==> config.mk <==
export PLATFORM = sky130hd
export DESIGN_NAME = spq_back
export DESIGN_NICKNAME = d
export VERILOG_FILES = /design/src/hdl/spq_pkg.sv /design/src/hdl/spq_back.sv
export SDC_FILE = /design/constraint.sdc
export NUM_CORES = 1
export LEC_CHECK = 0
export ABC_AREA = 1
export BUFFER_PORTS_ARGS = -buffer_cell sky130_fd_sc_hd__buf_2
export CAP_MARGIN = 20
export CORE_ASPECT_RATIO = 0.5
export CORE_MARGIN = 2
export CORE_UTILIZATION = 33
export CTS_CLUSTER_DIAMETER = 120
export DETAILED_ROUTE_END_ITERATION = 6
export PLACE_DENSITY = 0.81
export SLEW_MARGIN = 30
export SYNTH_ARGS = -nofsm -noshare
export SYNTH_HDL_FRONTEND = slang
export SYNTH_SLANG_ARGS = --single-unit
==> constraint.sdc <==
create_clock -name clk -period 1.5 [get_ports clk]
set_clock_uncertainty 0.1 [all_clocks]
set_input_delay 0.45 -clock clk [delete_from_list [all_inputs] [get_ports clk]]
set_output_delay 0.45 -clock clk [all_outputs]
set_load 0.01 [all_outputs]
==> src/hdl/spq_pkg.sv <==
// Shared types, constants and codes for the strict-priority three-level queue.
`default_nettype none
package spq_pkg;

	localparam int QUEUE_DEPTH = 16;
	localparam int ID_WIDTH    = 16;
	localparam int NUM_LEVELS  = 3;

	localparam int PTR_W   = (QUEUE_DEPTH > 1) ? $clog2(QUEUE_DEPTH) : 1;
	localparam int TAIL_W  = PTR_W + 1;
	localparam int CNT_W   = $clog2(QUEUE_DEPTH + 1);
	localparam int TOT_W   = CNT_W + 2;
	localparam int RAM_DEPTH = NUM_LEVELS * QUEUE_DEPTH;
	localparam int ADDR_W  = $clog2(RAM_DEPTH);
	localparam int PAY_W   = 64;
	localparam int RAM_W   = ID_WIDTH + PAY_W;
	localparam int OUT_ID_W  = 16;
	localparam int OUT_CNT_W = 6;

	typedef enum logic [2:0] {
		OP_ENQ   = 3'd0,
		OP_SERVE = 3'd1,
		OP_DEQ   = 3'd2,
		OP_FLUSH = 3'd3,
		OP_RSTID = 3'd4
	} op_t;

	typedef enum logic [1:0] {
		ST_OK    = 2'd0,
		ST_FULL  = 2'd1,
		ST_EMPTY = 2'd2
	} status_t;

	// One queued beat from the front to the back.
	typedef struct packed {
		logic                is_pop;
		status_t             status;
		logic [ID_WIDTH-1:0] id;
		logic [1:0]          level;
		logic [OUT_CNT_W-1:0] count;
		logic [ADDR_W-1:0]   addr;
	} cmd_t;

	function automatic logic [ADDR_W-1:0] ram_addr(input logic [1:0] lv,
			input logic [PTR_W-1:0] slot);
		return ADDR_W'(lv) * ADDR_W'(QUEUE_DEPTH) + ADDR_W'(slot);
	endfunction

endpackage
`default_nettype wire

==> src/hdl/spq_back.sv <==
// Back end: reads popped entries from the store and drives the result beat.
`default_nettype none
module spq_back
	import spq_pkg::*;
(
	input  wire logic              clk,
	input  wire logic              arst_n,
	input  wire logic              nonempty,
	input  wire cmd_t              head_cmd,
	output logic                   ram_re,
	output logic [ADDR_W-1:0]      ram_raddr,
	input  wire logic [RAM_W-1:0]  ram_rdata,
	output logic                   strobe,
	output logic [1:0]             status,
	output logic [OUT_ID_W-1:0]    item_id,
	output logic [PAY_W-1:0]       item_payload,
	output logic [1:0]             served_level,
	output logic [OUT_CNT_W-1:0]   entry_count
);

	logic vld_s1;
	cmd_t cmd_s1;

	assign ram_re    = nonempty && head_cmd.is_pop;
	assign ram_raddr = head_cmd.addr;

	always_ff @(posedge clk or negedge arst_n) begin
		if (!arst_n) begin
			vld_s1 <= 1'b0;
		end else begin
			vld_s1 <= nonempty;
		end
	end

	always_ff @(posedge clk) begin
		if (nonempty) begin
			cmd_s1 <= head_cmd;
		end
	end

	assign strobe       = vld_s1;
	assign status       = cmd_s1.status;
	assign served_level = cmd_s1.level;
	assign entry_count  = cmd_s1.count;
	assign item_id      = cmd_s1.is_pop ? OUT_ID_W'(ram_rdata[RAM_W-1:PAY_W])
		: OUT_ID_W'(cmd_s1.id);
	assign item_payload = cmd_s1.is_pop ? ram_rdata[PAY_W-1:0] : '0;

endmodule
`default_nettype wire

==> results.py <==
metrics = {
    "cts": {
        "numCtsBuffers": 3,
        "clock_sinks": 28,
        "clk_pin_slew_ns": 0.08,
        "h-tree-depth": 1,
        "tritoncts": "yes",
        "cts_buffer_depth": 2,
        "root_buffer": "clkbuf_8",
    },
    "global_route": {
        "gr-total-overflow": 0,
        "grt_max_degree": 47,
        "grt_pass1_wl_mm": 8.07,
        "grt_pass1_vias": 1817,
        "grt_use_total_pct": 16.6,
        "antenna_found_initial": 0,
    },
    "setup_path": {
        "crit_top_cell": "nand2_1",
        "cp-end-kind": "primary output",
        "startpoint_type": "flip-flop",
        "crit_path_max_fanout": 17,
        "crit_path_cell_trace": "buf_6 -> clkbuf_16 -> nand2_1 -> nand2_1 -> buf_2",
        "worst_path_largest_cell_delay_ns": 0.46,
        "critPathSlowestCell": "edfxtp_1",
        "crit_family": "buffers and inverters",
        "timing.critical_path.to": "item_id[6]",
        "required_ns": 0.95,
        "startpoint": "cmd_s1[32]",
        "cp.buffers_inverters": 3,
        "arrival_ns": 1.31,
        "crit_type": "flip-flop to primary output",
        "path_depth": 5,
    },
    "pwr": {
        "leakage_nw": 2.05,
        "power_density_nw_per_um2": 706,
        "ir_drop_mv": 0.959,
    },
    "synthesis": {
        "netlist.area_leader.share_pct": 46.4,
        "ys_warn_count": 0,
        "yosys.area.top_type": "edfxtp_1",
        "syn-num-nets": 349,
        "yosysMostFrequentCell": "nand2_1",
        "ys_seq_elements": 28,
        "ys_seq_area_share_pct": 47.9,
        "syn_avg_cell_area_sq_um": 7.50,
        "synth_area_sq_um": 1750,
        "synthFlopType": "edfxtp_1",
        "ys_async_sr_fraction_pct": 3.57,
        "yosys-top-cells-area": "edfxtp_1, nand2_1, inv_1",
        "synth_cell_type_count": 8,
        "synth-edff-count": 27,
        "ys_top_cells_by_count": "nand2_1, inv_1, edfxtp_1, buf_4, buf_6",
        "synthCells": 233,
    },
    "floorplan": {
        "io_pins": 214,
        "die-width_um": 107,
        "rows": 18,
        "start_util_pct": 34.8,
        "core_sq_um": 5020,
        "dieArea_sq_um": 5930,
        "die_h_um": 55.4,
    },
    "layout": {
        "finalNetCount": 538,
        "area_delta_synth_final_pct": 67.0,
        "antenna_cells": 0,
        "finalInstanceArea_sq_um": 2920,
        "drive_above_1_share_pct": 56.5,
    },
    "placement": {
        "dp_hpwl_mm": 4.36,
        "port_buffers": 201,
        "placed_area_sq_um": 2670,
        "gp_congestion": 0.809,
    },
    "timing": {
        "holdWs_ns": 0.256,
        "maxSlewViolCount": 0,
        "finalCriticalPeriod_ns": 1.86,
        "setup_viol": 80,
        "fmax_mhz": 536,
        "worstMarginPinSlew_ns": 0.242,
        "finalCritPeriodShare_pct": 124,
        "max_slew_margin_pct": 83.8,
        "fin_ws_ns": -0.365,
        "rsz0062_at_grt": "true",
        "hold_viol": 0,
    },
    "routing": {
        "finalWirelength_mm": 5.53,
        "ant_nets": 0,
        "drc": 0,
        "dr.pass1.iters": 4,
        "top_layer": "met4",
        "drtIter0Drc": 109,
        "met3_length_um": 292,
        "viasPerCell": 3.95,
        "wl_met2_mm": 2.91,
        "wl_per_cell_um": 11.3,
        "num_vias": 1937,
        "wl_met1_mm": 2.21,
    },
    "status": {
        "outcome": "complete, but fails checks",
        "violations": "negative setup slack",
    },
    "hold_path": {
        "hold_path.class": "primary input to flip-flop",
    },
    "run": {
        "cap_viol_max_count": 0,
    },
}
-- cell families (layout without fill, tap and decap cells) --
logic type,Yosys count,after routing,share of synthesized area (%)
buffers and inverters,92,280,27.1
flip-flops,28,28,47.9
AND/OR/NAND/NOR,113,113,25.0
-- how the worst min path moves through the flow --
stage                       from         endpoint  slack, ns  depth (start not counted)
global placement          arst_n           strobe       0.13                          1
detailed placement        arst_n           strobe       0.13                          1
floorplan                 arst_n           strobe       0.05                          0
global route         head_cmd[7]   entry_count[1]       0.24                          1
finish              head_cmd[13]  served_level[1]       0.26                          1
CTS                  head_cmd[6]   entry_count[0]       0.25                          1
-- layout make-up --
type | count | area, sq um
clock buffer | 3 | 41.3
clock inverter | 1 | 3.75
fill | 477 | 2110
inverter | 66 | 260
multi-input combinational | 113 | 499
sequential | 28 | 836
tap | 70 | 87.6
timing repair buffer | 210 | 1190
-- layout by cell type, fill, tap and decap left out --
| cell type | Yosys | layout |
|---|---|---|
| buf_2 | 0 | 193 |
| nand2_1 | 108 | 91 |
| inv_1 | 65 | 62 |
| edfxtp_1 | 27 | 27 |
| nand2_2 | 5 | 18 |
| buf_6 | 7 | 10 |
| nand2_4 | 0 | 4 |
| inv_2 | 0 | 3 |
| clkbuf_8 | 0 | 3 |
| clkbuf_16 | 0 | 2 |
| buf_4 | 19 | 2 |
| clkinv_8 | 0 | 1 |
| clkinv_1 | 0 | 1 |
| dlygate4sd3_1 | 0 | 1 |
| buf_12 | 0 | 1 |
| buf_8 | 0 | 1 |
| dfrtp_1 | 1 | 1 |
-- per-layer routing --
layer | vias to the layer above | track usage [%]
met1 | 842 | 18.8
met2 | 75 | 32.7
li1 | 1010 | -
met4 | 0 | 4.08
met3 | 10 | 2.36
met5 | - | 0
-- what timing repair did --
action | in CTS | in global routing
cloned | 0 | 2
gates resized for setup | 4 | 37
hold buffers | 1 | 0
hold endpoints to repair | 1 | 0
setup buffers | 3 | 1
pin swaps | 0 | 4
endpoints found under the setup margin | 80 | 80
-- flip-flops by register name (all words and copies together) (netlist names) --
| name | flops |
|---|---|
| served_level | 2 |
| status | 2 |
| entry_count | 6 |
| strobe | 1 |
| cmd_s1 | 17 |
-- power breakdown --
part	internal [mW]	leakage, nW	switching, mW
clock	0.183	0.0231	0.200
combinational	0.351	1.75	0.381
sequential	0.924	0.276	0.0190
-- stage by stage --
stage	setup WS (ns)	setup TNS (ns)	power [mW]	util (%)	instances
after floorplan	0.107	0	1.31	-	233
after global placement	-0.0839	-2.51	1.60	53.2	482
after detailed placement	-0.0901	-4.72	1.61	53.2	482
after CTS	-0.299	-20.30	1.99	54.3	488
after global routing	-0.438	-32.16	2.18	58.1	491
final	-0.365	-24.22	2.06	58.1	491
No activity file was read; power rests on OpenSTA's default activity.
