### src/hdl/spq_pkg.sv
// Shared types, constants and codes for the strict-priority three-level queue.
`default_nettype none
package spq_pkg;

	localparam int QUEUE_DEPTH = 16;
	localparam int ID_WIDTH    = 16;
	localparam int NUM_LEVELS  = 3;

	localparam int PTR_W   = (QUEUE_DEPTH > 1) ? $clog2(QUEUE_DEPTH) : 1;
	localparam int TAIL_W  = PTR_W + 1;
	localparam int CNT_W   = $clog2(QUEUE_DEPTH + 1);
	localparam int TOT_W   = CNT_W + 2;
	localparam int RAM_DEPTH = NUM_LEVELS * QUEUE_DEPTH;
	localparam int ADDR_W  = $clog2(RAM_DEPTH);
	localparam int PAY_W   = 64;
	localparam int RAM_W   = ID_WIDTH + PAY_W;
	localparam int OUT_ID_W  = 16;
	localparam int OUT_CNT_W = 6;

	typedef enum logic [2:0] {
		OP_ENQ   = 3'd0,
		OP_SERVE = 3'd1,
		OP_DEQ   = 3'd2,
		OP_FLUSH = 3'd3,
		OP_RSTID = 3'd4
	} op_t;

	typedef enum logic [1:0] {
		ST_OK    = 2'd0,
		ST_FULL  = 2'd1,
		ST_EMPTY = 2'd2
	} status_t;

	// One queued beat from the front to the back.
	typedef struct packed {
		logic                is_pop;
		status_t             status;
		logic [ID_WIDTH-1:0] id;
		logic [1:0]          level;
		logic [OUT_CNT_W-1:0] count;
		logic [ADDR_W-1:0]   addr;
	} cmd_t;

	function automatic logic [ADDR_W-1:0] ram_addr(input logic [1:0] lv,
			input logic [PTR_W-1:0] slot);
		return ADDR_W'(lv) * ADDR_W'(QUEUE_DEPTH) + ADDR_W'(slot);
	endfunction

endpackage
`default_nettype wire

### src/hdl/spq_front.sv
// Front end: accepts commands, keeps pointers, counts and id counter, writes entries.
`default_nettype none
module spq_front
	import spq_pkg::*;
(
	input  wire logic              clk,
	input  wire logic              arst_n,
	input  wire logic              start,
	input  wire logic              stall,
	input  wire logic [2:0]        opcode,
	input  wire logic [1:0]        level,
	input  wire logic [PAY_W-1:0]  payload,
	output logic                   push,
	output cmd_t                   push_cmd,
	output logic                   ram_we,
	output logic [ADDR_W-1:0]      ram_waddr,
	output logic [RAM_W-1:0]       ram_wdata
);

	logic [PTR_W-1:0]    head_q [NUM_LEVELS];
	logic [CNT_W-1:0]    cnt_q  [NUM_LEVELS];
	logic [ID_WIDTH-1:0] nid_q;

	logic              accept;
	logic [1:0]        tgt;
	logic              tgt_ok;
	logic [CNT_W-1:0]  cnt_sel;
	logic [PTR_W-1:0]  head_sel;
	logic [TAIL_W-1:0] tail_sum;
	logic [PTR_W-1:0]  tail;
	logic [PTR_W-1:0]  head_nxt;
	logic [TOT_W-1:0]  total;
	logic              do_enq, do_wr, do_pop, do_flush, do_rstid;

	assign accept = start && !stall;

	always_comb begin
		tgt = level;
		if (opcode == OP_SERVE) begin
			priority if (cnt_q[2] != '0) tgt = 2'd2;
			else if (cnt_q[1] != '0) tgt = 2'd1;
			else tgt = 2'd0;
		end
		tgt_ok   = (tgt != 2'd3);
		cnt_sel  = tgt_ok ? cnt_q[tgt] : '0;
		head_sel = tgt_ok ? head_q[tgt] : '0;
		tail_sum = TAIL_W'(head_sel) + TAIL_W'(cnt_sel);
		tail     = (tail_sum >= TAIL_W'(QUEUE_DEPTH))
			? PTR_W'(tail_sum - TAIL_W'(QUEUE_DEPTH)) : PTR_W'(tail_sum);
		head_nxt = (TAIL_W'(head_sel) + TAIL_W'(1) == TAIL_W'(QUEUE_DEPTH))
			? '0 : PTR_W'(TAIL_W'(head_sel) + TAIL_W'(1));
		total    = TOT_W'(cnt_q[0]) + TOT_W'(cnt_q[1]) + TOT_W'(cnt_q[2]);
	end

	always_comb begin
		push     = 1'b0;
		push_cmd = '{is_pop: 1'b0, status: ST_OK, id: '0, level: '0, count: '0,
			addr: '0};
		do_enq   = 1'b0;
		do_wr    = 1'b0;
		do_pop   = 1'b0;
		do_flush = 1'b0;
		do_rstid = 1'b0;
		if (accept) begin
			unique case (opcode)
				OP_ENQ: begin
					push           = 1'b1;
					do_enq         = 1'b1;
					push_cmd.id    = nid_q;
					push_cmd.level = level;
					if (!tgt_ok) begin
						push_cmd.status = ST_FULL;
					end else if (cnt_sel == CNT_W'(QUEUE_DEPTH)) begin
						push_cmd.status = ST_FULL;
						push_cmd.count  = OUT_CNT_W'(cnt_sel);
					end else begin
						do_wr          = 1'b1;
						push_cmd.count = OUT_CNT_W'(cnt_sel + CNT_W'(1));
					end
				end
				OP_SERVE, OP_DEQ: begin
					push = 1'b1;
					if (!tgt_ok || cnt_sel == '0) begin
						push_cmd.status = ST_EMPTY;
						push_cmd.level  = (opcode == OP_DEQ) ? level : 2'd0;
					end else begin
						do_pop          = 1'b1;
						push_cmd.is_pop = 1'b1;
						push_cmd.level  = tgt;
						push_cmd.count  = OUT_CNT_W'(cnt_sel - CNT_W'(1));
						push_cmd.addr   = ram_addr(tgt, head_sel);
					end
				end
				OP_FLUSH: begin
					push           = 1'b1;
					do_flush       = 1'b1;
					push_cmd.count = OUT_CNT_W'(total);
				end
				OP_RSTID: begin
					push     = 1'b1;
					do_rstid = 1'b1;
				end
				default: begin
					// unused opcodes are dropped
				end
			endcase
		end
	end

	assign ram_we    = do_wr;
	assign ram_waddr = ram_addr(tgt, tail);
	assign ram_wdata = {nid_q, payload};

	always_ff @(posedge clk or negedge arst_n) begin
		if (!arst_n) begin
			for (int i = 0; i < NUM_LEVELS; i++) begin
				head_q[i] <= '0;
				cnt_q[i]  <= '0;
			end
			nid_q <= ID_WIDTH'(1);
		end else begin
			if (do_rstid) begin
				nid_q <= ID_WIDTH'(1);
			end else if (do_enq) begin
				nid_q <= nid_q + ID_WIDTH'(1);
			end
			if (do_flush) begin
				for (int i = 0; i < NUM_LEVELS; i++) begin
					head_q[i] <= '0;
					cnt_q[i]  <= '0;
				end
			end else if (do_wr) begin
				cnt_q[tgt] <= cnt_sel + CNT_W'(1);
			end else if (do_pop) begin
				cnt_q[tgt]  <= cnt_sel - CNT_W'(1);
				head_q[tgt] <= head_nxt;
			end
		end
	end

endmodule
`default_nettype wire

### config.mk
export PLATFORM = sky130hd
export DESIGN_NAME = spq_front
export DESIGN_NICKNAME = d
export VERILOG_FILES = /design/src/hdl/spq_pkg.sv /design/src/hdl/spq_front.sv
export SDC_FILE = /design/constraint.sdc
export NUM_CORES = 1
export LEC_CHECK = 0
export BUFFER_PORTS_ARGS = -buffer_cell sky130_fd_sc_hd__clkbuf_2
export CAP_MARGIN = 20
export CORE_MARGIN = 4
export CORE_UTILIZATION = 48
export CTS_BUF_LIST = sky130_fd_sc_hd__clkbuf_8
export CTS_CLUSTER_DIAMETER = 100
export DETAILED_ROUTE_END_ITERATION = 10
export GPL_TIMING_DRIVEN = 0
export PLACE_DENSITY_LB_ADDON = 0.3
export RECOVER_POWER = 25
export SYNTH_ARGS = -nofsm -noshare
export SYNTH_HDL_FRONTEND = slang
export SYNTH_SLANG_ARGS = --single-unit
### constraint.sdc
create_clock -name clk -period 4.5 [get_ports clk]
set_input_delay 0.45 -clock clk [delete_from_list [all_inputs] [get_ports clk]]
set_output_delay 0.45 -clock clk [all_outputs]
set_load 0.01 [all_outputs]
==> impl_metrics.toml <==
[outcome]
status = "complete, but fails checks"
violations = "capacitance limit, slew limit"

[sta]
fmax_ghz = 0.2291
slew_violations = 39
fin_skew_ns = 0.01200
period_needed_ns = 4.365
setup_viol = 0
finalCritPeriodShare = 0.9700
relSlewSlack = -0.3665
setup_slack_ns = 0.1349
tightest_slew_ns = 2.050
finalHoldViolCount = 0

[setup_path]
reg2reg_depth = 13
crit_path_cell_trace = "or4_1 -> nor2_2 -> o22ai_1 -> buf_4 -> a222oi_1 -> buf_4 -> ha_1 -> o2111ai_4 -> o31a_1 -> nor3b_2 -> a221oi_1 -> nor2_1 -> clkbuf_2"
cp-start-kind = "flip-flop"
slowest_delay_ns = 0.55
crit_path_max_fanout = 10
r2r-start = "cnt_q[6]"
required_ns = 4.05
arrival_ns = 3.92
endpoint_kind = "output pin"
crit_type = "reg2out"
crit_slowest_cell = "or4_1"
r2r-end = "cnt_q[12]"
r2r_slack_ns = 0.73
cp_common_cell = "buf_4"

[floorplanning]
dieWidth_um = 97.53
dieArea_mm2 = 0.009512
num_io_pins = 194
chipHeight_um = 97.53
initial_core_util = 0.4953
fp-row-count = 32
core_area_mm2 = 0.007767

[final_layout]
mostFrequentLayoutCells = "118 x clkbuf_2, 69 x buf_4, 41 x dfrtp_1"
drive_above_1_share = 0.3653
area_delta_synth_final_pct = 24.23
seq_area_mm2 = 0.001079
final_common_cell = "clkbuf_2"
final_cells = 696
antenna_cells = 0
multiInputGateArea_mm2 = 0.002163
nets = 685
fill_cells = 687
final_util = 0.6153

[routing]
drt_iter0_drc = 218
ant_nets = 0
vias = 3793
wire_per_inst_um = 16.45
wl_mm = 11.45
post_drt_via_cell_ratio = 5.450
route.detailed.drc = 0
first_pass_iters = 7

[logic_synthesis]
syn_avg_cell_area_um2 = 8.493
synthArstFlopShare = 1.000
synth.distinct_cells = 65
ys_ff_latch = 43
yosys_warnings = 0
syn_area_mm2 = 0.003847
synth_ff_type = "dfrtp_1"
synth_nets = 545
synth_edf_count = 0
yosysSeqAreaShare = 0.2800
syn-instance-count = 453

[placement]
dp_slack_ns = -0.03086
hpwl_mm = 9.135
placed_cells = 682
place.gp.congestion = 0.9078
portBuffers = 127

[cts]
cts_buffers = 5
cts.sinks = 43
cts_root_buf = "clkbuf_8"
cts_tree = "yes"
clk_path_buf_depth = 2
clk_pin_slew_ns = 0.09
clk-insertion-delay-late_ns = 0.31
htree_levels = 2

[global_routing]
gr-total-overflow = 0
grt_max_degree = 44
grt_pass1_vias = 3584
grt_first_pass_wirelength_mm = 18.07
track_usage = 0.2282
grt_antenna_before_repair = 0

[job]
drv_cap = 1

[power]
irDropWorstVdd_mv = 0.3209
p_per_area_mw_per_mm2 = 410.6
power.leakage_nw = 2.480

[worst_hold_path]
hp-class = "in2async"
synth_stat cells (2+ instances only):
master	number	area, um2
a21boi_1	2	15.01
a21o_1	5	37.54
a21oi_1	26	130.1
a221oi_1	2	17.52
a222oi_1	6	60.06
a22o_1	5	43.79
a22oi_1	3	22.52
a31oi_1	2	12.51
a32oi_1	3	26.28
and2_1	18	112.6
and3_1	6	37.54
buf_2	3	15.01
buf_4	64	480.5
buf_6	2	22.52
clkbuf_1	13	48.80
dfrtp_1	42	1051
fa_1	7	140.1
ha_1	12	150.1
inv_1	21	78.83
mux2i_1	19	190.2
nand2_1	30	112.6
nand2b_1	3	18.77
nand3_1	17	85.08
nand3b_1	2	15.01
nor2_1	38	142.6
nor2b_1	2	12.51
nor3_1	8	40.04
nor3b_1	4	30.03
nor4_1	2	12.51
o21ai_0	29	145.1
o31ai_1	2	15.01
or3_1	5	31.28
or4_1	2	15.01
xnor2_1	11	96.34
xor2_1	7	61.31
worst max path at each step:
| stage | startpoint | end | slack (ns) | depth (start not counted) |
|---|---|---|---|---|
| finish | cnt_q[6] | push_cmd[8] | 0.13 | 13 |
| global route | cnt_q[1] | push_cmd[6] | -0.001 | 12 |
| CTS | cnt_q[6] | push_cmd[6] | 0.03 | 13 |
| detailed placement | opcode[1] | push_cmd[6] | -0.03 | 13 |
| global placement | opcode[1] | push_cmd[6] | -0.05 | 13 |
| floorplan | opcode[2] | push_cmd[6] | 0.62 | 12 |
cells by family (layout without fill, tap and decap cells):
family	Yosys count	count (layout)	share of synthesized area
muxes	20	20	0.05236
buffers and inverters	105	246	0.1704
adders and majority gates	19	19	0.07544
AOI/OAI and AO/OA	103	103	0.1857
xor gates and xnor gates	18	18	0.04098
and+or+nand+nor	145	145	0.1951
DFF	43	43	0.2800
layer usage:
layer,routed length [um],share of wire,up-vias,track usage
met5,0,0,-,0
met2,5845,0.51,197,0.3996
met4,140,0.012,0,0.05538
li1,-,-,1807,-
met3,1002,0.087,14,0.05312
met1,4465,0.39,1775,0.2833
critical path, delay by kind of cell (launching register included):
family / cells / cell delay (ns)
fa+ha+maj: 1 / 0.20
simple gates: 4 / 1.03
flops: 1 / 0.46
compound gates: 5 / 1.34
buf+inv: 3 / 0.57
stage by stage:
| step | total power (W) | hold WS [ns] | setup TNS [ns] | cell area (um2) |
|---|---|---|---|---|
| finish | 0.001962 | 0.5258 | 0 | 4780 |
| detailed placement | 0.001645 | 0.5024 | -0.03086 | 4611 |
| global route | 0.002112 | 0.5401 | -0.0009908 | 4780 |
| global placement | 0.001608 | 0.4878 | -0.06582 | 4611 |
| floorplan | 0.001343 | 0.1544 | 0 | 3847 |
| CTS | 0.001909 | 0.3634 | 0 | 4712 |
layout make-up:
class / count / area share
buffer: 82 / 0.1196
clock buffer: 5 / 0.01440
clock inverter: 3 / 0.003403
inverter: 23 / 0.01859
multi-input combinational: 305 / 0.4526
sequential: 43 / 0.2257
tap: 102 / 0.02670
timing repair buffer: 133 / 0.1390
where the power goes:
part	leakage (nW)	internal, W	switching (W)
Sequential	0.559	0.000475	0.000131
Combinational	1.88	0.000487	0.000618
Clock	0.0453	0.000107	0.000145
Total	2.48	0.00107	0.000894
registers in the layout, summed over array words and instances (netlist names):
name,cells
cnt_q,15
head_q,12
nid_q,16
repair_timing:
item / 4_1_cts / 5_1_grt
hold buffers: 0 / 1
pin swaps: 1 / 2
hold endpoints to repair: 0 / 5
buffers inserted: 1 / 2
setup endpoints to repair: 11 / 14
resized for setup: 2 / 9
No activity file was read; power rests on OpenSTA's default activity.
