<file path="config.mk">
export PLATFORM = sky130hd
export DESIGN_NAME = spq_ram
export DESIGN_NICKNAME = d
export VERILOG_FILES = /design/src/hdl/spq_ram.sv
export SDC_FILE = /design/constraint.sdc
export NUM_CORES = 1
export LEC_CHECK = 0
export ABC_AREA = 1
export BUFFER_PORTS_ARGS = -buffer_cell sky130_fd_sc_hd__buf_2
export CORE_MARGIN = 2
export CORE_UTILIZATION = 61
export CTS_CLUSTER_SIZE = 25
export DETAILED_ROUTE_END_ITERATION = 10
export PLACE_DENSITY = 0.79
export SKIP_CTS_REPAIR_TIMING = 1
export SLEW_MARGIN = 20
export SYNTH_ARGS = -nofsm -noshare
export SYNTH_HDL_FRONTEND = slang
export SYNTH_SLANG_ARGS = --single-unit
</file>
<file path="constraint.sdc">
create_clock -name clk -period 1.48 [get_ports clk]
set_clock_uncertainty 0.05 [all_clocks]
set_input_delay 0.074 -clock clk [delete_from_list [all_inputs] [get_ports clk]]
set_output_delay 0.074 -clock clk [all_outputs]
set_load 0.05 [all_outputs]
</file>
<file path="src/hdl/spq_ram.sv">
// Generic single-write, single-read RAM with registered read data.
`default_nettype none
module spq_ram #(
	parameter int WIDTH = 8,
	parameter int DEPTH = 16,
	localparam int AW = (DEPTH > 1) ? $clog2(DEPTH) : 1
) (
	input  wire logic             clk,
	input  wire logic             we,
	input  wire logic [AW-1:0]    waddr,
	input  wire logic [WIDTH-1:0] wdata,
	input  wire logic             re,
	input  wire logic [AW-1:0]    raddr,
	output logic      [WIDTH-1:0] rdata
);

	logic [WIDTH-1:0] mem_q [DEPTH];

	always_ff @(posedge clk) begin
		if (we) begin
			mem_q[waddr] <= wdata;
		end
		if (re) begin
			rdata <= mem_q[raddr];
		end
	end

endmodule
`default_nettype wire

</file>
==> impl_metrics.env, run 1 <==
export IMPL_synthesis_nets=570
export IMPL_hold_viol=0
export IMPL_worstMarginPinSlew_ns=0.587
export IMPL_ys_async_sr_fraction_pct=0
export IMPL_io_pins=27
export IMPL_dieArea_um2=10400
export IMPL_crit_chain="buf_2"
export IMPL_preCtsSetupSlack_ns=0.161
export IMPL_h_tree_depth=4
export IMPL_ys_seq_area_share_pct=69.8
export IMPL_slew_limit_headroom_pct=60.8
export IMPL_cts_root_buffer_cell="clkbuf_8"
export IMPL_swShare_pct=21.2
export IMPL_vias=4004
export IMPL_regArea_um2=4080
export IMPL_worstSetupStartpointType="register"
export IMPL_fin_setup_tns_ns=0
export IMPL_placed_area_um2=6190
export IMPL_drt_first_pass_iters=5
export IMPL_grt_pass1_vias=3926
export IMPL_cts_sinks=136
export IMPL_netlist_area_leader_share_pct=69.8
export IMPL_area_growth_pct=18.2
export IMPL_yosys_register_bits=136
export IMPL_yosysMostFrequentCell="nand2_1"
export IMPL_hold_path_startpoint="we"
export IMPL_maxCapViolCount=0
export IMPL_antenna_found_initial=0
export IMPL_yosysWarnings=0
export IMPL_worst_path_buf_inv=1
export IMPL_numCtsBuffers=17
export IMPL_ant_nets=0
export IMPL_grt_pass1_wl_um=20200
export IMPL_post_route_min_period_ns=1.30
export IMPL_rsz0062_at_grt="no"
export IMPL_start_util_pct=63.0
export IMPL_core_area_um2=9280
export IMPL_ys_top_cells_by_count="nand2_1 (173), edfxtp_1 (136), inv_1 (100)"
export IMPL_holdWs_ns=0.153
export IMPL_setup_violations_final=0
export IMPL_worst_path_max_fanout=1
export IMPL_crit_type="reg2out"
export IMPL_nets=625
export IMPL_pwr_share_clk_pct=47.0
export IMPL_rows=35
export IMPL_clock_latency_ns=0.52
export IMPL_drv_slew=0
export IMPL_wl_per_cell_um=17.4
export IMPL_p_leak_nw=3.01
export IMPL_slowest_stage="edfxtp_1"
export IMPL_crit_family="flip-flops"
export IMPL_stdcell_area_um2=6910
export IMPL_io_buffer_count=26
export IMPL_gp_congestion=0.941
export IMPL_hp_class="in2reg"
export IMPL_min_period_over_period_pct=88.1
export IMPL_grt_max_degree=37
export IMPL_viasPerCell=5.35
export IMPL_syn_inst=551
export IMPL_drcViolationCount=0
export IMPL_n_fill_cell=640
export IMPL_endpoint_kind="output pin"
export IMPL_powerDensity_nw_per_um2=1360
export IMPL_p_int_mw=7.42
export IMPL_peakVddDrop_uv=1170
export IMPL_p_comb_share_pct=6.6
export IMPL_multi_input_area_um2=1210
export IMPL_status="completed"
export IMPL_p_seq_share_pct=46.4
export IMPL_diodes=0
export IMPL_crit_required_ns=1.36
export IMPL_grt_overflow=0
export IMPL_cts_max_path_buffers=2
export IMPL_die_x_um=102
export IMPL_netlist_cell_type_count=11
export IMPL_fmax_mhz=767
export IMPL_critical_path_max_stage_delay_ns=0.38
export IMPL_critPathArrivalTime_ns=1.18
export IMPL_critPathLaunch="rdata[0]"
export IMPL_path_clk_slew_ns=0.06
export IMPL_die_h_um=102
export IMPL_p_sw_mw=1.99
export IMPL_final_layout_size_suffix_gt1_share_pct=12.9
export IMPL_synth_top_area_cell="edfxtp_1"
export IMPL_tritoncts="built"
export IMPL_synth_flop_cell="edfxtp_1"
export IMPL_drt_initial_drc_count=385
export IMPL_r2r_start="mem_q[13][0]"
export IMPL_dp_hpwl_um=7950
export IMPL_drt_total_wl_um=13000
export IMPL_syn_area_per_cell_um2=10.6
export IMPL_netlist_top_cells_area="edfxtp_1 (70%), nand2_1 (11%), nand3_1 (8.3%), inv_1 (6.4%), buf_6 (1.2%)"
export IMPL_grt_total_usage_pct=27.4
export IMPL_synth_cell_area_um2=5850
export IMPL_finalWorstSetupSlack_ns=0.176
export IMPL_synth_edf_count=136
stage by stage:
| step | instances | utilization, % | total power, mW |
|---|---|---|---|
| 3_5_place_dp | 706 | 66.7 | 5.03 |
| 3_3_place_gp | 706 | 66.7 | 5.01 |
| 4_1_cts | 738 | 73.4 | 9.41 |
| 6_report | 748 | 74.5 | 9.41 |
| 5_1_grt | 748 | 74.5 | 9.67 |
| 2_1_floorplan | 551 | - | 4.81 |
power groups by stage:
stage	registers [mW]	clock network (mW)	logic, mW
floorplan	4.50	0	0.304
global placement	4.44	0	0.574
detailed placement	4.45	0	0.589
CTS	4.37	4.45	0.598
global route	4.37	4.62	0.680
finish	4.37	4.42	0.622
tightest hold or removal path, stage by stage:
cell and delay (ns):
buf_2 0.11, nand2_1 0.12, nor2_1 0.11, buf_4 0.17
metal layers:
metal / GRT usage, % / vias up / share of wire (%)
met1: 35.2 / 1890 / 39
met3: 8.89 / 29 / 9.0
li1: - / 1893 / -
met2: 44.4 / 192 / 50
met4: 9.33 / 0 / 2.2
met5: 0 / - / 0
kinds of logic (layout without fill, tap and decap cells):
| family | after synthesis | count (layout) | share of synthesized area [%] |
|---|---|---|---|
| buf+inv | 126 | 194 | 9.39 |
| simple gates | 289 | 289 | 20.8 |
| flops | 136 | 136 | 69.8 |
worst paths after layout:
check / to / slack [ns] / cells past startpoint
max: rdata[0] / 0.18 / 1
min: mem_q[2][6] / 0.15 / 4
max reg2reg: rdata[0] / 0.25 / 6
min reg2reg: rdata[7] / 0.71 / 6
registers in the layout (all words and copies together), names as in the netlist:
register  cells
rdata         8
mem_q       128
cell usage in the layout, fill, tap and decap left out, drive strengths merged:
| cell | count |
|---|---|
| buf | 50 |
| bufinv | 5 |
| clkbuf | 19 |
| clkinv | 6 |
| clkinvlp | 1 |
| dlygate4sd3 | 10 |
| edfxtp | 136 |
| inv | 103 |
| nand2 | 173 |
| nand3 | 97 |
| nand3b | 2 |
| nor2 | 17 |
layout make-up:
type / instances / share of cell area, %
flip-flops and latches: 136 / 59.1
multi-input cells: 289 / 17.6
repair buffers: 60 / 6.48
clock buffers: 19 / 6.10
inverters: 102 / 5.54
clock inverters: 13 / 2.91
well taps: 129 / 2.33
Power figures use the tool's default switching activity.
==> run 2, diff against run 1 <==
ABC_AREA = 0   (was 1)
CORE_UTILIZATION = 60   (was 61)
PLACE_DENSITY = 0.78   (was 0.79)
==> run 2 against run 1 <==
Compared with the run above: the flow now finishes with violations (negative setup slack); flip-flop and latch count unchanged; worst setup slack got worse by 0.19 ns; die area down 8.8%; synthesized cell count fell by 58%; synthesized area is 11% lower; clock power down 10%; register-to-register slack worse by 0.27 ns; final cell count shrank 45%; largest cell class unchanged; largest power group is now registers; highest routed layer unchanged.
==> impl_metrics.env, run 2 <==
export IMPL_status="finished with violations"
export IMPL_violations="negative setup slack"
export IMPL_yosys_register_bits=136
export IMPL_synth_top_area_cell="edfxtp_1"
export IMPL_finalNonFillerCells=415
export IMPL_diodes=0
export IMPL_p_leak_nw=2.10
export IMPL_grt_pass1_vias=2583
export IMPL_stdcell_area_um2=6290
export IMPL_die_h_um=97.3
export IMPL_holdPathEnd="mem_q[0][4]"
export IMPL_ant_nets=0
export IMPL_peakVddDrop_uv=913
export IMPL_final_layout_size_suffix_gt1_share_pct=37.8
export IMPL_final_util_pct=73.2
export IMPL_critPathArrivalTime_ns=1.71
export IMPL_ys_seq_area_share_pct=78.1
export IMPL_io_buffer_count=26
export IMPL_synth_flop_cell="edfxtp_1"
export IMPL_grt_overflow=0
export IMPL_yosysWarnings=0
export IMPL_grt_total_usage_pct=22.9
export IMPL_start_util_pct=60.8
export IMPL_powerDensity_nw_per_um2=1410
export IMPL_drt_initial_drc_count=321
export IMPL_crit_type="reg2reg"
export IMPL_fin_setup_tns_ns=-0.0187
export IMPL_synthesis_nets=248
export IMPL_synth_top_family_by_area="multiplexers"
export IMPL_antenna_found_initial=0
export IMPL_cts_max_path_buffers=2
export IMPL_p_comb_share_pct=5.8
export IMPL_core_area_um2=8590
export IMPL_drt_first_pass_iters=5
export IMPL_ys_top_cells_by_count="edfxtp_1 (136), mux4_2 (18), a22oi_1 (16)"
export IMPL_fmax_mhz=667
export IMPL_area_growth_pct=20.2
export IMPL_power_mw=8.86
export IMPL_r2r_start="mem_q[8][6]"
export IMPL_gr_max_usage_layer="met2"
export IMPL_top_register="mem_q"
export IMPL_cts_root_buffer_cell="clkbuf_8"
export IMPL_synthSimpleGateAreaFrac_pct=3.14
export IMPL_ff2ff_path_depth=3
export IMPL_yosysMostFrequentCell="edfxtp_1"
export IMPL_wl_per_cell_um=24.4
export IMPL_netlist_top_cells_area="edfxtp_1 (78%), mux4_2 (7.8%), mux4_1 (7.0%), a22oi_1 (2.3%), nor2_1 (0.93%)"
export IMPL_hold_path_startpoint="waddr[0]"
export IMPL_synth_xor_area_share_pct=0
export IMPL_setup_violations_final=1
export IMPL_final_common_cell="edfxtp_1"
export IMPL_pwr_share_clk_pct=44.9
export IMPL_placed_area_um2=5620
export IMPL_rsz0062_at_grt="yes"
export IMPL_path_clk_slew_ns=0.06
export IMPL_finalWorstSetupSlack_ns=-0.0187
export IMPL_worst_path_max_fanout=1
export IMPL_synth_mux_area_fraction_pct=14.8
export IMPL_gp_congestion=0.709
export IMPL_p_seq_share_pct=49.3
export IMPL_dp_hpwl_um=6070
export IMPL_worstMarginPinSlew_ns=0.867
export IMPL_die_x_um=97.3
export IMPL_drcViolationCount=0
export IMPL_synth_edf_count=136
export IMPL_r2r_end="rdata[6]"
export IMPL_swShare_pct=21.5
export IMPL_drt_total_wl_um=10100
export IMPL_ys_async_sr_fraction_pct=0
export IMPL_syn_inst=229
export IMPL_vias=2603
export IMPL_cts_sinks=136
export IMPL_rrSetupSlack_ns=-0.02
export IMPL_min_period_over_period_pct=101
export IMPL_rows=34
export IMPL_post_route_min_period_ns=1.50
export IMPL_drv_slew=0
export IMPL_nets=313
export IMPL_maxCapViolCount=0
export IMPL_h_tree_depth=4
export IMPL_syn_area_per_cell_um2=22.8
export IMPL_numCtsBuffers=17
export IMPL_grtUsageMet1_pct=32.7
export IMPL_largest_reg_flops=128
export IMPL_synth_compound_area_share_pct=2.30
export IMPL_netlist_area_leader_share_pct=78.1
export IMPL_placed_cells_incl_taps=374
export IMPL_hold_path_depth=3
export IMPL_slew_limit_headroom_pct=42.0
export IMPL_crit_required_ns=1.69
export IMPL_reg_top3="mem_q: 128 flops, rdata: 8 flops"
export IMPL_grt_max_degree=18
export IMPL_layout_cells_most_common_list="edfxtp_1 (136), mux4_2 (28), buf_2 (26)"
export IMPL_tritoncts="built"
export IMPL_io_pins=27
export IMPL_use_met3_pct=5.32
export IMPL_viasPerCell=6.27
export IMPL_synth_cell_area_um2=5230
export IMPL_netlist_cell_type_count=18
export IMPL_dieArea_um2=9480
export IMPL_grt_pass1_wl_um=15400
export IMPL_hold_viol=0
export IMPL_hp_class="in2reg"
export IMPL_met2_usage_pct=35.4
export IMPL_preCtsSetupSlack_ns=-0.191
export IMPL_endpoint_kind="register"
export IMPL_synth_fa_ha_area_share_pct=0
export IMPL_p_sw_mw=1.91
export IMPL_worstSetupStartpointType="register"
export IMPL_p_int_mw=6.95
export IMPL_clock_latency_ns=0.51
export IMPL_holdWs_ns=0.0734
run 2: cell types whose count changed after synthesis, sizes merged, moves of 2 or more:
| cell | previous run | this run |
|---|---|---|
| nor3 | 0 | 4 |
| a22oi | 0 | 16 |
| nor2 | 17 | 13 |
| clkdlybuf4s25 | 0 | 3 |
| nand2 | 173 | 9 |
| nand2b | 0 | 2 |
| nand3 | 97 | 1 |
| buf | 24 | 7 |
| inv | 102 | 0 |
| mux4 | 0 | 32 |
run 2: how the worst max path moves through the flow:
stage,endpoint,depth (start not counted),slack [ns],start
2_1_floorplan,rdata[1],5,0.07,raddr[0]
5_1_grt,rdata[6],3,-0.05,mem_q[8][6]
3_5_place_dp,rdata[5],5,-0.19,raddr[0]
3_3_place_gp,rdata[2],5,-0.16,raddr[0]
6_report,rdata[6],3,-0.02,mem_q[8][6]
4_1_cts,rdata[2],3,-0.1,mem_q[1][2]
run 2: power groups by stage:
| stage | Combinational, mW | Clock, mW | Sequential, mW |
|---|---|---|---|
| 2_1_floorplan | 0.219 | 0 | 4.50 |
| 3_3_place_gp | 0.456 | 0 | 4.44 |
| 3_5_place_dp | 0.466 | 0 | 4.44 |
| 4_1_cts | 0.474 | 4.00 | 4.37 |
| 5_1_grt | 0.546 | 4.15 | 4.37 |
| 6_report | 0.513 | 3.98 | 4.37 |
run 2: cell type report:
cell class / count / area [µm²]
sequential: 136 / 4080
clock buffer: 18 / 418
multi-input combinational: 83 / 1070
timing repair buffer: 56 / 428
clock inverter: 14 / 146
fill: 513 / 2310
tap: 108 / 135
run 2: metal layers:
layer	up-vias	wire, µm
li1	1101	-
met1	1345	4000
met2	140	5070
met3	17	830
met4	0	226
met5	-	0
run 2: logic make-up after synthesis:
group,Yosys count
buffers and inverters,10
DFF,136
and+or+nand+nor,35
AOI/OAI and AO/OA,16
muxes,32
run 2: critical path: stages, from the launching register on:
cell and delay [ns]:
edfxtp_1 0.39, mux4_2 0.51, a22oi_2 0.21, nand2_1 0.09
